--- src/design/krp_pkg.sv ---
`timescale 1ns / 1ps
package krp_pkg;

   // Hash seed and MurmurHash3 mixing constants.
   localparam logic [31:0] KRP_SEED = 32'h9747b28c;
   localparam logic [31:0] KRP_C1   = 32'hcc9e2d51;
   localparam logic [31:0] KRP_C2   = 32'h1b873593;
   localparam logic [31:0] KRP_C3   = 32'he6546b64;
   localparam logic [31:0] KRP_F1   = 32'h85ebca6b;
   localparam logic [31:0] KRP_F2   = 32'hc2b2ae35;

   // Partition count limits. The count field is 11 bits and the index is 10 bits.
   localparam int KRP_MAX_PARTITIONS = 1024;
   localparam int KRP_OUT_LIMIT      = 1024;
   localparam int KRP_COUNT_LIMIT    = (KRP_MAX_PARTITIONS < KRP_OUT_LIMIT) ?
                                       KRP_MAX_PARTITIONS : KRP_OUT_LIMIT;
   localparam int KRP_COUNT_W        = 11;
   localparam int KRP_PART_W         = 10;

   // Queue between the front and back parts.
   localparam int KRP_QUEUE_DEPTH = 2;
   localparam int KRP_QPTR_W      = (KRP_QUEUE_DEPTH > 1) ? $clog2(KRP_QUEUE_DEPTH) : 1;
   localparam int KRP_QCNT_W      = $clog2(KRP_QUEUE_DEPTH + 1);

   // Action codes of the input channel.
   localparam logic KRP_ACT_KEY_BYTE = 1'b0;
   localparam logic KRP_ACT_KEYLESS  = 1'b1;

   // One queued message: either a completed key or a keyless publish.
   typedef struct packed {
      logic        keyless;
      logic [31:0] hash;
      logic [23:0] word;
      logic [31:0] length;
   } krp_entry_type;

   function automatic logic [31:0] krp_rotl13(input logic [31:0] x);
      return {x[18:0], x[31:19]};
   endfunction

   function automatic logic [31:0] krp_rotl15(input logic [31:0] x);
      return {x[16:0], x[31:17]};
   endfunction

endpackage

--- src/design/krp_front.sv ---
`timescale 1ns / 1ps
module krp_front (
   input  logic                   clock,
   input  logic                   reset,
   input  logic                   req_valid,
   output logic                   req_ready,
   input  logic                   req_action,
   input  logic [7:0]             req_key_byte,
   input  logic                   req_last,
   input  logic                   q_full,
   output logic                   q_push,
   output krp_pkg::krp_entry_type q_push_data
);
   import krp_pkg::*;

   typedef enum logic [3:0] {
      F_IDLE = 4'b0001,
      F_MUL1 = 4'b0010,
      F_MUL2 = 4'b0100,
      F_MIX  = 4'b1000
   } front_state_type;

   front_state_type state_ff, state_in;
   logic [31:0] hash_ff, hash_in;
   logic [23:0] word_ff, word_in;
   logic [31:0] len_ff, len_in;
   logic [31:0] mul_ff, mul_in;
   logic        last_ff, last_in;

   logic        accept;
   logic [23:0] word_merged;
   logic [31:0] hash_mixed;
   logic [31:0] mul_a;
   logic [31:0] mul_c;
   logic [31:0] mul_p;

   assign req_ready = (state_ff == F_IDLE) && !q_full;
   assign accept    = req_valid && req_ready;

   // Place the incoming byte at its little-endian position in the pending word.
   always_comb begin
      case (len_ff[1:0])
         2'd0:    word_merged = word_ff | {16'b0, req_key_byte};
         2'd1:    word_merged = word_ff | {8'b0, req_key_byte, 8'b0};
         2'd2:    word_merged = word_ff | {req_key_byte, 16'b0};
         default: word_merged = word_ff;
      endcase
   end

   // One shared multiplier for both scramble products of a full word.
   assign mul_a = (state_ff == F_MUL2) ? krp_rotl15(mul_ff) : mul_ff;
   assign mul_c = (state_ff == F_MUL2) ? KRP_C2 : KRP_C1;
   assign mul_p = mul_a * mul_c;

   // Block mix: rotate, then multiply by five and add.
   always_comb begin
      logic [31:0] r;
      r          = krp_rotl13(hash_ff ^ mul_ff);
      hash_mixed = {r[29:0], 2'b00} + r + KRP_C3;
   end

   // Byte absorption and message hand-off to the queue.
   always_comb begin
      state_in    = state_ff;
      hash_in     = hash_ff;
      word_in     = word_ff;
      len_in      = len_ff;
      mul_in      = mul_ff;
      last_in     = last_ff;
      q_push      = 1'b0;
      q_push_data = '0;
      unique case (state_ff)
         F_IDLE: begin
            if (accept) begin
               if (req_action == KRP_ACT_KEYLESS) begin
                  q_push              = 1'b1;
                  q_push_data.keyless = 1'b1;
               end else if (len_ff[1:0] == 2'd3) begin
                  mul_in   = {req_key_byte, word_ff};
                  last_in  = req_last;
                  len_in   = len_ff + 32'd1;
                  state_in = F_MUL1;
               end else if (req_last) begin
                  q_push             = 1'b1;
                  q_push_data.hash   = hash_ff;
                  q_push_data.word   = word_merged;
                  q_push_data.length = len_ff + 32'd1;
                  hash_in            = KRP_SEED;
                  word_in            = '0;
                  len_in             = '0;
               end else begin
                  word_in = word_merged;
                  len_in  = len_ff + 32'd1;
               end
            end
         end
         F_MUL1: begin
            mul_in   = mul_p;
            state_in = F_MUL2;
         end
         F_MUL2: begin
            mul_in   = mul_p;
            state_in = F_MIX;
         end
         F_MIX: begin
            word_in  = '0;
            state_in = F_IDLE;
            if (last_ff) begin
               q_push             = 1'b1;
               q_push_data.hash   = hash_mixed;
               q_push_data.length = len_ff;
               hash_in            = KRP_SEED;
               len_in             = '0;
            end else begin
               hash_in = hash_mixed;
            end
         end
         default: state_in = F_IDLE;
      endcase
   end

   // Key state resets to the seed; the multiplier register carries payload only.
   always_ff @(posedge clock) begin
      if (reset) begin
         state_ff <= F_IDLE;
         hash_ff  <= KRP_SEED;
         word_ff  <= '0;
         len_ff   <= '0;
         last_ff  <= 1'b0;
      end else begin
         state_ff <= state_in;
         hash_ff  <= hash_in;
         word_ff  <= word_in;
         len_ff   <= len_in;
         last_ff  <= last_in;
      end
   end

   always_ff @(posedge clock) begin
      mul_ff <= mul_in;
   end

endmodule

--- src/design/krp_queue.sv ---
`timescale 1ns / 1ps
module krp_queue (
   input  logic                   clock,
   input  logic                   reset,
   input  logic                   push,
   input  krp_pkg::krp_entry_type push_data,
   output logic                   full,
   input  logic                   pop,
   output logic                   not_empty,
   output krp_pkg::krp_entry_type pop_data
);
   import krp_pkg::*;

   krp_entry_type           mem_ff [KRP_QUEUE_DEPTH];
   logic [KRP_QPTR_W-1:0]   wr_ptr_ff, wr_ptr_in;
   logic [KRP_QPTR_W-1:0]   rd_ptr_ff, rd_ptr_in;
   logic [KRP_QCNT_W-1:0]   count_ff, count_in;

   assign full      = (count_ff == KRP_QCNT_W'(KRP_QUEUE_DEPTH));
   assign not_empty = (count_ff != '0);
   assign pop_data  = mem_ff[rd_ptr_ff];

   // Pointer and fill count updates; callers never push when full or pop when empty.
   always_comb begin
      wr_ptr_in = wr_ptr_ff;
      rd_ptr_in = rd_ptr_ff;
      count_in  = count_ff;
      if (push) begin
         wr_ptr_in = (wr_ptr_ff == KRP_QPTR_W'(KRP_QUEUE_DEPTH - 1)) ? '0 :
                     wr_ptr_ff + KRP_QPTR_W'(1);
      end
      if (pop) begin
         rd_ptr_in = (rd_ptr_ff == KRP_QPTR_W'(KRP_QUEUE_DEPTH - 1)) ? '0 :
                     rd_ptr_ff + KRP_QPTR_W'(1);
      end
      if (push && !pop) begin
         count_in = count_ff + KRP_QCNT_W'(1);
      end else if (pop && !push) begin
         count_in = count_ff - KRP_QCNT_W'(1);
      end
   end

   always_ff @(posedge clock) begin
      if (reset) begin
         wr_ptr_ff <= '0;
         rd_ptr_ff <= '0;
         count_ff  <= '0;
      end else begin
         wr_ptr_ff <= wr_ptr_in;
         rd_ptr_ff <= rd_ptr_in;
         count_ff  <= count_in;
      end
   end

   // Entry storage.
   always_ff @(posedge clock) begin
      if (push) begin
         mem_ff[wr_ptr_ff] <= push_data;
      end
   end

endmodule

--- src/design/krp_back.sv ---
`timescale 1ns / 1ps
module krp_back (
   input  logic                          clock,
   input  logic                          reset,
   input  logic [krp_pkg::KRP_COUNT_W-1:0] count,
   input  logic                          q_not_empty,
   input  krp_pkg::krp_entry_type        q_pop_data,
   output logic                          q_pop,
   output logic                          rsp_valid,
   input  logic                          rsp_ready,
   output logic [krp_pkg::KRP_PART_W-1:0] rsp_partition,
   output logic [31:0]                   rsp_hash_value,
   output logic                          rsp_by_round_robin
);
   import krp_pkg::*;

   typedef enum logic [7:0] {
      B_IDLE  = 8'b0000_0001,
      B_TAIL1 = 8'b0000_0010,
      B_TAIL2 = 8'b0000_0100,
      B_FMIX1 = 8'b0000_1000,
      B_FMIX2 = 8'b0001_0000,
      B_FMIX3 = 8'b0010_0000,
      B_DIV   = 8'b0100_0000,
      B_DONE  = 8'b1000_0000
   } back_state_type;

   back_state_type          state_ff, state_in;
   logic                    keyless_ff, keyless_in;
   logic [31:0]             h_ff, h_in;
   logic [31:0]             len_ff, len_in;
   logic [31:0]             mul_ff, mul_in;
   logic [31:0]             div_ff, div_in;
   logic [KRP_COUNT_W-1:0]  rem_ff, rem_in;
   logic [4:0]              cnt_ff, cnt_in;
   logic [KRP_PART_W-1:0]   rr_ff, rr_in;

   logic                    out_valid_ff, out_valid_in;
   logic [KRP_PART_W-1:0]   out_part_ff;
   logic [31:0]             out_hash_ff;
   logic                    out_rr_ff;

   logic                    load;
   logic [31:0]             mul_a;
   logic [31:0]             mul_c;
   logic [31:0]             mul_p;
   logic [31:0]             fmix1_val;
   logic [KRP_COUNT_W:0]    div_shift;
   logic [KRP_COUNT_W:0]    rr_next;

   assign rsp_valid          = out_valid_ff;
   assign rsp_partition      = out_part_ff;
   assign rsp_hash_value     = out_hash_ff;
   assign rsp_by_round_robin = out_rr_ff;

   assign q_pop = (state_ff == B_IDLE) && q_not_empty;
   assign load  = (state_ff == B_DONE) && (!out_valid_ff || rsp_ready);

   // Tail word folded in only when the length is not a multiple of four.
   assign fmix1_val = h_ff ^ ((len_ff[1:0] != 2'd0) ? mul_ff : 32'd0) ^ len_ff;

   // Shared multiplier for tail scramble and finalizer products.
   always_comb begin
      mul_a = mul_ff;
      mul_c = KRP_C1;
      case (state_ff)
         B_TAIL2: begin
            mul_a = krp_rotl15(mul_ff);
            mul_c = KRP_C2;
         end
         B_FMIX1: begin
            mul_a = fmix1_val ^ {16'b0, fmix1_val[31:16]};
            mul_c = KRP_F1;
         end
         B_FMIX2: begin
            mul_a = mul_ff ^ {13'b0, mul_ff[31:13]};
            mul_c = KRP_F2;
         end
         default: begin
            mul_a = mul_ff;
            mul_c = KRP_C1;
         end
      endcase
   end
   assign mul_p = mul_a * mul_c;

   // One restoring division step per cycle.
   assign div_shift = {rem_ff, div_ff[31]};
   assign rr_next   = {2'b00, rem_ff[KRP_PART_W-1:0]} + {{KRP_COUNT_W{1'b0}}, 1'b1};

   // Finalize keyed hashes, reduce modulo the count, load the output register.
   always_comb begin
      state_in   = state_ff;
      keyless_in = keyless_ff;
      h_in       = h_ff;
      len_in     = len_ff;
      mul_in     = mul_ff;
      div_in     = div_ff;
      rem_in     = rem_ff;
      cnt_in     = cnt_ff;
      rr_in      = rr_ff;
      unique case (state_ff)
         B_IDLE: begin
            if (q_not_empty) begin
               keyless_in = q_pop_data.keyless;
               h_in       = q_pop_data.hash;
               len_in     = q_pop_data.length;
               mul_in     = {8'b0, q_pop_data.word};
               rem_in     = '0;
               cnt_in     = '0;
               if (q_pop_data.keyless) begin
                  div_in   = {{(32 - KRP_PART_W){1'b0}}, rr_ff};
                  state_in = B_DIV;
               end else begin
                  state_in = B_TAIL1;
               end
            end
         end
         B_TAIL1: begin
            mul_in   = mul_p;
            state_in = B_TAIL2;
         end
         B_TAIL2: begin
            mul_in   = mul_p;
            state_in = B_FMIX1;
         end
         B_FMIX1: begin
            mul_in   = mul_p;
            state_in = B_FMIX2;
         end
         B_FMIX2: begin
            mul_in   = mul_p;
            state_in = B_FMIX3;
         end
         B_FMIX3: begin
            h_in     = mul_ff ^ {16'b0, mul_ff[31:16]};
            div_in   = mul_ff ^ {16'b0, mul_ff[31:16]};
            state_in = B_DIV;
         end
         B_DIV: begin
            if (div_shift >= {1'b0, count}) begin
               rem_in = KRP_COUNT_W'(div_shift - {1'b0, count});
            end else begin
               rem_in = div_shift[KRP_COUNT_W-1:0];
            end
            div_in = {div_ff[30:0], 1'b0};
            cnt_in = cnt_ff + 5'd1;
            if (cnt_ff == 5'd31) begin
               state_in = B_DONE;
            end
         end
         B_DONE: begin
            if (load) begin
               state_in = B_IDLE;
               if (keyless_ff) begin
                  rr_in = (rr_next >= {1'b0, count}) ? '0 : rr_next[KRP_PART_W-1:0];
               end
            end
         end
         default: state_in = B_IDLE;
      endcase
   end

   // Output register: holds a result while the next message is worked on.
   always_comb begin
      if (load) begin
         out_valid_in = 1'b1;
      end else if (rsp_ready) begin
         out_valid_in = 1'b0;
      end else begin
         out_valid_in = out_valid_ff;
      end
   end

   always_ff @(posedge clock) begin
      if (reset) begin
         state_ff     <= B_IDLE;
         rr_ff        <= '0;
         out_valid_ff <= 1'b0;
      end else begin
         state_ff     <= state_in;
         rr_ff        <= rr_in;
         out_valid_ff <= out_valid_in;
      end
   end

   // Datapath and result payload registers.
   always_ff @(posedge clock) begin
      keyless_ff <= keyless_in;
      h_ff       <= h_in;
      len_ff     <= len_in;
      mul_ff     <= mul_in;
      div_ff     <= div_in;
      rem_ff     <= rem_in;
      cnt_ff     <= cnt_in;
      if (load) begin
         out_part_ff <= rem_ff[KRP_PART_W-1:0];
         out_hash_ff <= keyless_ff ? 32'd0 : h_ff;
         out_rr_ff   <= keyless_ff;
      end
   end

endmodule

--- src/design/key_partition_router_core.sv ---
`timescale 1ns / 1ps
// A key byte that completes a 32-bit word also runs the front's MUL1, MUL2 and MIX states
// (scramble and mix) with req_ready low. A finished key goes through the queue and the back
// part's TAIL1, TAIL2, FMIX1, FMIX2, FMIX3 and DIV states to the output register; keyless
// skips to DIV. The back part's bit-serial modulo sets the message rate; it takes the next
// message once its result is loaded, and key bytes stream on while the queue has room.
// Reset is synchronous, active high: seed hash, zero length and round robin, count of one.
module key_partition_router_core (
   input  logic                            clock,
   input  logic                            reset,
   input  logic                            req_valid,
   output logic                            req_ready,
   input  logic                            req_action,
   input  logic [7:0]                      req_key_byte,
   input  logic                            req_last,
   output logic                            rsp_valid,
   input  logic                            rsp_ready,
   output logic [krp_pkg::KRP_PART_W-1:0]  rsp_partition,
   output logic [31:0]                     rsp_hash_value,
   output logic                            rsp_by_round_robin,
   input  logic                            csr_wr_en,
   input  logic [krp_pkg::KRP_COUNT_W-1:0] csr_wr_data
);
   import krp_pkg::*;

   logic [KRP_COUNT_W-1:0] num_part_ff, num_part_in;
   logic [KRP_COUNT_W-1:0] count_eff;
   logic                   q_full;
   logic                   q_push;
   krp_entry_type          q_push_data;
   logic                   q_pop;
   logic                   q_not_empty;
   krp_entry_type          q_pop_data;

   // Partition count register.
   assign num_part_in = csr_wr_en ? csr_wr_data : num_part_ff;

   always_ff @(posedge clock) begin
      if (reset) begin
         num_part_ff <= KRP_COUNT_W'(1);
      end else begin
         num_part_ff <= num_part_in;
      end
   end

   // A zero count acts as one; a count above the limit saturates.
   always_comb begin
      if (num_part_ff == '0) begin
         count_eff = KRP_COUNT_W'(1);
      end else if (num_part_ff > KRP_COUNT_W'(KRP_COUNT_LIMIT)) begin
         count_eff = KRP_COUNT_W'(KRP_COUNT_LIMIT);
      end else begin
         count_eff = num_part_ff;
      end
   end

   krp_front u_front (
      .clock        (clock),
      .reset        (reset),
      .req_valid    (req_valid),
      .req_ready    (req_ready),
      .req_action   (req_action),
      .req_key_byte (req_key_byte),
      .req_last     (req_last),
      .q_full       (q_full),
      .q_push       (q_push),
      .q_push_data  (q_push_data)
   );

   krp_queue u_queue (
      .clock     (clock),
      .reset     (reset),
      .push      (q_push),
      .push_data (q_push_data),
      .full      (q_full),
      .pop       (q_pop),
      .not_empty (q_not_empty),
      .pop_data  (q_pop_data)
   );

   krp_back u_back (
      .clock              (clock),
      .reset              (reset),
      .count              (count_eff),
      .q_not_empty        (q_not_empty),
      .q_pop_data         (q_pop_data),
      .q_pop              (q_pop),
      .rsp_valid          (rsp_valid),
      .rsp_ready          (rsp_ready),
      .rsp_partition      (rsp_partition),
      .rsp_hash_value     (rsp_hash_value),
      .rsp_by_round_robin (rsp_by_round_robin)
   );

endmodule
--- config.mk ---
export PLATFORM = sky130hd
export DESIGN_NAME = key_partition_router_core
export DESIGN_NICKNAME = d
export VERILOG_FILES = /design/src/design/krp_pkg.sv /design/src/design/krp_front.sv /design/src/design/krp_queue.sv /design/src/design/krp_back.sv /design/src/design/key_partition_router_core.sv
export SDC_FILE = /design/constraint.sdc
export NUM_CORES = 2
export LEC_CHECK = 0
export BUFFER_PORTS_ARGS = -buffer_cell sky130_fd_sc_hd__buf_2
export CORE_MARGIN = 3
export CORE_UTILIZATION = 55
export DETAILED_ROUTE_END_ITERATION = 10
export GPL_TIMING_DRIVEN = 0
export PLACE_DENSITY = 0.78
export SLEW_MARGIN = 20
export SYNTH_ARGS = -nofsm -noshare
export SYNTH_HDL_FRONTEND = slang
export SYNTH_HIERARCHICAL = 1
export SYNTH_SLANG_ARGS = --single-unit
--- constraint.sdc ---
create_clock -name clock -period 15.9 [get_ports clock]
set_clock_uncertainty 0.1 [all_clocks]
set_input_delay 1.59 -clock clock [delete_from_list [all_inputs] [get_ports clock]]
set_output_delay 1.59 -clock clock [all_outputs]
set_load 0.01 [all_outputs]
# --- Word-level counts from Yosys, hierarchy flattened ---
# Memory sizes are Yosys's and may differ from the RTL's. A register that Yosys moved wholly into a read port is not among the register bits.
# Index checks and enable logic that the tools add are counted.
op_classes:
  n_mul: 2
  order_cmp: 3
  eq_ne: 27
  n_mux: 78
  bitwise: 10
  addsub: 10
  reduce_logical: 38
ops:
  columns: ["operator", "n"]
  rows:
  - ["two-way mux 32 bit", 22]
  - ["one-hot mux 32 bit (2 select lines)", 7]
  - ["one-hot mux 32 bit (3 select lines)", 3]
  - ["two-way mux 88 bit", 3]
  - ["two-way mux 24 bit", 5]
  - ["bitwise XOR 32 bit", 3]
  - ["two-way mux 89 bit", 1]
  - ["one-hot mux 24 bit (3 select lines)", 1]
  - ["multiplier 32 x 32 -> 32 bit", 2]
  - ["one-hot mux 8 bit (8 select lines)", 1]
  - ["bitwise XOR 32 x 16 -> 32 bit", 2]
  - ["one-hot mux 24 bit (2 select lines)", 1]
  - ["two-way mux 11 bit", 4]
  - ["adder 32 x 1 -> 32 bit (second input constant)", 1]
  - ["adder 32 bit", 1]
  - ["adder 32 bit (second input constant)", 1]
  - ["bitwise XOR 32 x 19 -> 32 bit", 1]
  - [">= comparator 12 x 11 -> 1 bit", 2]
  - ["two-way mux 8 bit", 3]
  - ["bitwise OR 24 x 16 -> 24 bit", 1]
  - ["bitwise OR 24 bit", 1]
  - ["bitwise OR 24 x 8 -> 24 bit", 1]
  - ["one-hot mux 11 bit (2 select lines)", 1]
  - ["nonzero test 2 bit", 9]
  - ["46 further kinds", 91]
word_totals:
  register_bits: 347
  wordCells: 192
  output_inout_bits: 45
  n_memories: 1
  input_bits: 26
  ramBits: 178
mem_list:
  columns: ["name", "depth", "word_bits", "rd", "rd_clocked_by_memory_dff", "write_ports", "line_no", "source"]
  rows:
  - ["u_queue.mem_ff", 2, 89, 1, 1, 1, "krp_queue.sv:14", "krp_entry_type mem_ff [KRP_QUEUE_DEPTH];"]

# --- Depth between registers and ports, before layout ---
logic_depth:
  word_depth: 10
  mapped_depth: 41
  mapped_depth_nobuf: 38

# --- Modules after synthesis ---
# Netlist, hierarchy kept.
by_module_without_submodules:
  columns: ["module", "cells_each", "seq_area_each_um2", "n_inst", "area_per_inst_um2"]
  rows:
  - ["krp_back", 2551, 6025.8, 1, 25081.6]
  - ["krp_front", 2131, 2822.7, 1, 18741.7]
  - ["krp_queue", 299, 5445.2, 1, 6661.4]
  - ["key_partition_router_core", 51, 220.2, 1, 488.0]

# --- Least setup slack after synthesis ---
# Ideal clock, no wire load.
synth_timing:
  path_kind: "register to register"
  start: "register u_back.state_ff[6]"
  end: "register u_back.mul_ff[31], data pin"
  slack_ns: 7.087
  t_required_ns: 15.534
  t_arrival_ns: 8.448
  path_buffers: 3
  period_less_slack_ns: 8.813
  stages_incl_launch_ff: 36
  setup_time_ns: 0.266
  cell_sequence: "dfxtp_1 buf_6 or3_1 buf_2 nor3_4 buf_4 nor2_1 a21boi_0 inv_1 a21oi_1 inv_1 nand2_1 inv_1 fa_1 fa_1 inv_1 fa_1 fa_1 inv_1 ha_1 ha_1 fa_1 inv_1 fa_1 inv_1 ha_1 a211o_1 o32a_1 o41a_1 a41o_1 nand4_1 a31oi_1 a31oi_1 o21ai_0 xnor2_1 nor2_1"
synth_via:
  elab_chain_len: 4
  elab_cells_between_ends: 10
  cone_classes: "mul (1); eq/ne (5); mux (3); reduce/logical (1)"
synth_rtl:
  columns: ["item", "line_no", "source"]
  rows:
  - ["start: declaration", "krp_back.sv:28", "back_state_type state_ff, state_in;"]
  - ["start signal: assignment", "krp_back.sv:181", "state_ff <= state_in;"]
  - ["== test 8 x 5 -> 1 bit (tied with other cells)", "krp_back.sv:66, krp_back.sv:102", null]
  - ["one-hot mux 32 bit (3 select lines)", "krp_back.sv:66", "case (state_ff)"]
  - ["multiplier 32 x 32 -> 32 bit", "krp_back.sv:85", "assign mul_p = mul_a * mul_c;"]
  - ["one-hot mux 32 bit (2 select lines) *", "krp_back.sv:102", "unique case (state_ff)"]
  - ["end signal: assignment", "krp_back.sv:192", "mul_ff <= mul_in;"]
  - ["end: declaration", "krp_back.sv:32", "logic [31:0] mul_ff, mul_in;"]
# Mark *: on every way between the ends. The rest lies on a longest branch, timed or not.
# A chain may end at the register's enable or synchronous reset.

# --- Worst setup path in the final report ---
layout_timing:
  start: "register u_back.state_ff[5]"
  end: "register u_back.mul_ff[31], data pin"
# The elaborated chain is that of the path after synthesis.

==> impl_metrics.json <==
{
  "outcome": "completed",
  "initial_core_util_pct": 55.5,
  "ys_ff_latch": 526,
  "final_layout_size_suffix_gt1_share_pct": 7.12,
  "cts_setup_buffers": 0,
  "hold_depth": 2,
  "dieArea_um2": 96400,
  "yosys.area_share.simple_pct": 10.5,
  "post-dp-hpwl_mm": 140,
  "syn_area_per_cell_um2": 10.1,
  "antenna_found_initial": 6,
  "cts.hold.buffers_added": 0,
  "yosys_warnings": 6,
  "gp_congestion": 1.07,
  "synth_top_family_by_area": "adder cells",
  "syn_to_final_growth_pct": 8.44,
  "grt_pass1_vias": 38700,
  "final_cell_mix": "inv_1 (912), fa_1 (632), nand2_1 (461)",
  "wire_per_inst_um": 26.2,
  "synth_compound_area_share_pct": 9.45,
  "synth_top_cell_by_area": "fa_1",
  "root_buffer": "clkbuf_16",
  "synth_top_area_share_pct": 24.8,
  "ant_nets": 0,
  "cp_top_family": "adder cells",
  "setup_viol": 0,
  "drtIter0Drc": 4274,
  "crit_slowest_cell": "clkbuf_1",
  "fin_tns_setup_ns": 0,
  "synth_xor_area_share_pct": 5.72,
  "cts_tree": "yes",
  "ys.flop_type": "edfxtp_1",
  "yosysUniqueCellTypes": 97,
  "clkSinkCount": 526,
  "r2r_end": "u_back/mul_ff[31]",
  "crit_fanout": 9,
  "drv_cap": 0,
  "r2r-start": "u_back/state_ff[5]",
  "critPathArrivalTime_ns": 11.39,
  "cts_resized": 0,
  "routed_wl_mm": 170,
  "period_needed_ns": 11.11,
  "rows": 111,
  "synthAdderAreaFrac_pct": 34.9,
  "async_flop_share_pct": 0,
  "grt-ovfl-total": 0,
  "grt_pass1_wl_mm": 249,
  "clock_path_buffers": 3,
  "ys_top_cells_by_area": "fa_1 (25%), edfxtp_1 (23%), ha_1 (10%), inv_1 (6.7%), dfxtp_1 (5.0%)",
  "period_share_pct": 69.9,
  "io_buffers": 70,
  "fmax_mhz": 90.0,
  "synth_edf_count": 398,
  "crit_required_ns": 16.18,
  "slew-limit-headroom_pct": 20.3,
  "coreArea_um2": 91800,
  "clkSlewWorstSetupHoldPaths_ns": 0.07,
  "synthCells": 5032,
  "cts-buffers-inserted": 55,
  "rsz0062_at_grt": "no",
  "worst-path-buf-inv": 6,
  "grt_use_total_pct": 35.6,
  "grt_max_degree": 48,
  "whs_endpoint": "u_front/last_ff",
  "endpoint_kind": "register",
  "startpoint_type": "register",
  "cp_slowest_stage_delay_ns": 0.79,
  "rr_worst_depth": 31,
  "nNetsFinal": 6259,
  "hold_viol": 0,
  "syn_area_um2": 51000,
  "drc": 0,
  "io_pins": 71,
  "crit_top_cell": "xnor2_1",
  "synthMuxAreaShare_pct": 2.62,
  "cts_max_level": 2,
  "die_h_um": 310,
  "min_from": "u_front/last_ff",
  "clk_latency_ns": 0.65,
  "layout_commonest_cell": "inv_1",
  "hp-class": "reg -> reg",
  "rrSetupSlack_ns": 4.79,
  "vias": 38300,
  "worst_pin_slew_ns": 1.19,
  "critical_path_class": "reg -> reg",
  "first_pass_iters": 6,
  "via_per_inst": 5.90,
  "drv_slew": 0,
  "seq_area_frac_synth_pct": 28.5,
  "die_w_um": 310
}
[Yosys cell counts (38+ instances only)]
cell type  count
nor2b_1       66
xnor2_1      224
a21oi_1      212
nor2_1       322
and3_1        38
ha_1         412
xor2_1        91
o21ai_0      201
edfxtp_1     398
fa_1         632
nand2_1      465
dfxtp_1      128
clkbuf_1     136
inv_1        913
mux2_2        92
and2_1        52
a21o_1        75
nand3_1       50
[cell families after synthesis]
logic type,after synthesis
and+or+nand+nor,1162
buffers and inverters,1101
adders and majority gates,1044
AOI/OAI and AO/OA,758
DFF,526
xor gates and xnor gates,322
muxes,117
other,2
[state kept, by name, summed over array words and instances, names as in the netlist, 8 cells and up, named ones only]
signal	flops
u_back/rem_ff	11
u_back/rr_ff	10
u_front/word_ff	24
u_back/rsp_partition	10
u_back/h_ff	32
u_front/mul_ff	32
u_back/div_ff	32
u_back/state_ff	8
u_front/len_ff	32
u_queue/mem_ff	178
u_back/mul_ff	32
u_back/rsp_hash_value	32
num_part_ff	11
u_front/hash_ff	32
u_back/len_ff	32
[worst reg2reg max path, delay by kind of cell (launching register included)]
family	cells	cell delay (ns)
and+or+nand+nor	5	1.45
DFF	1	0.30
xor gates and xnor gates	10	2.26
AOI/OAI and AO/OA	2	1.15
adders and majority gates	8	3.82
buffers and inverters	6	1.79
[final cells by class]
cell class	count	area (µm²)
antenna	4	10.0
clock buffer	72	1540
tap	1243	1560
sequential	526	14500
multi-input combinational	3427	32300
fill	7614	36500
timing repair buffer	78	556
buffer	185	798
inverter	916	3440
clock inverter	32	513
[how the worst max path moves through the flow]
| stage | start | end | slack (ns) | cells past startpoint |
|---|---|---|---|---|
| finish | u_back/state_ff[5] | u_back/mul_ff[31] | 4.79 | 31 |
| global route | u_back/state_ff[0] | u_back/mul_ff[31] | 4.53 | 31 |
| CTS | u_back/state_ff[4] | u_back/mul_ff[31] | 4.95 | 34 |
| detailed placement | u_back/state_ff[4] | u_back/mul_ff[31] | 4.97 | 34 |
| global placement | u_back/state_ff[0] | u_back/mul_ff[31] | 4.77 | 31 |
| floorplan | u_back/state_ff[6] | u_back/mul_ff[31] | 7.09 | 35 |
[metal layers]
metal | share of wire [%] | vias to the layer above | routed length [µm] | global-route usage [%]
li1 | - | 16700 | - | -
met1 | 38 | 18900 | 64600 | 45.7
met2 | 45 | 2148 | 76900 | 56.9
met3 | 8.7 | 561 | 14800 | 5.78
met4 | 7.9 | 4 | 13500 | 22.4
met5 | 0.064 | - | 108 | 0
[through the flow]
stage          setup WS (ns)  cell area (µm²)  std cells  util [%]  hold slack [ns]
6_report                4.79            55300       6483      60.2            0.392
5_1_grt                 4.53            55300       6479      60.2            0.404
4_1_cts                 4.95            55300       6479      60.2            0.389
3_5_place_dp            4.97            53200       6375      58.0            0.360
3_3_place_gp            4.77            53000       6367      57.7            0.359
2_1_floorplan           7.09            51100       5054         -            0.326
Power is left out: the tool's default activity adds up to more than one toggle a clock period on the data nets, which glitch-free logic cannot reach.
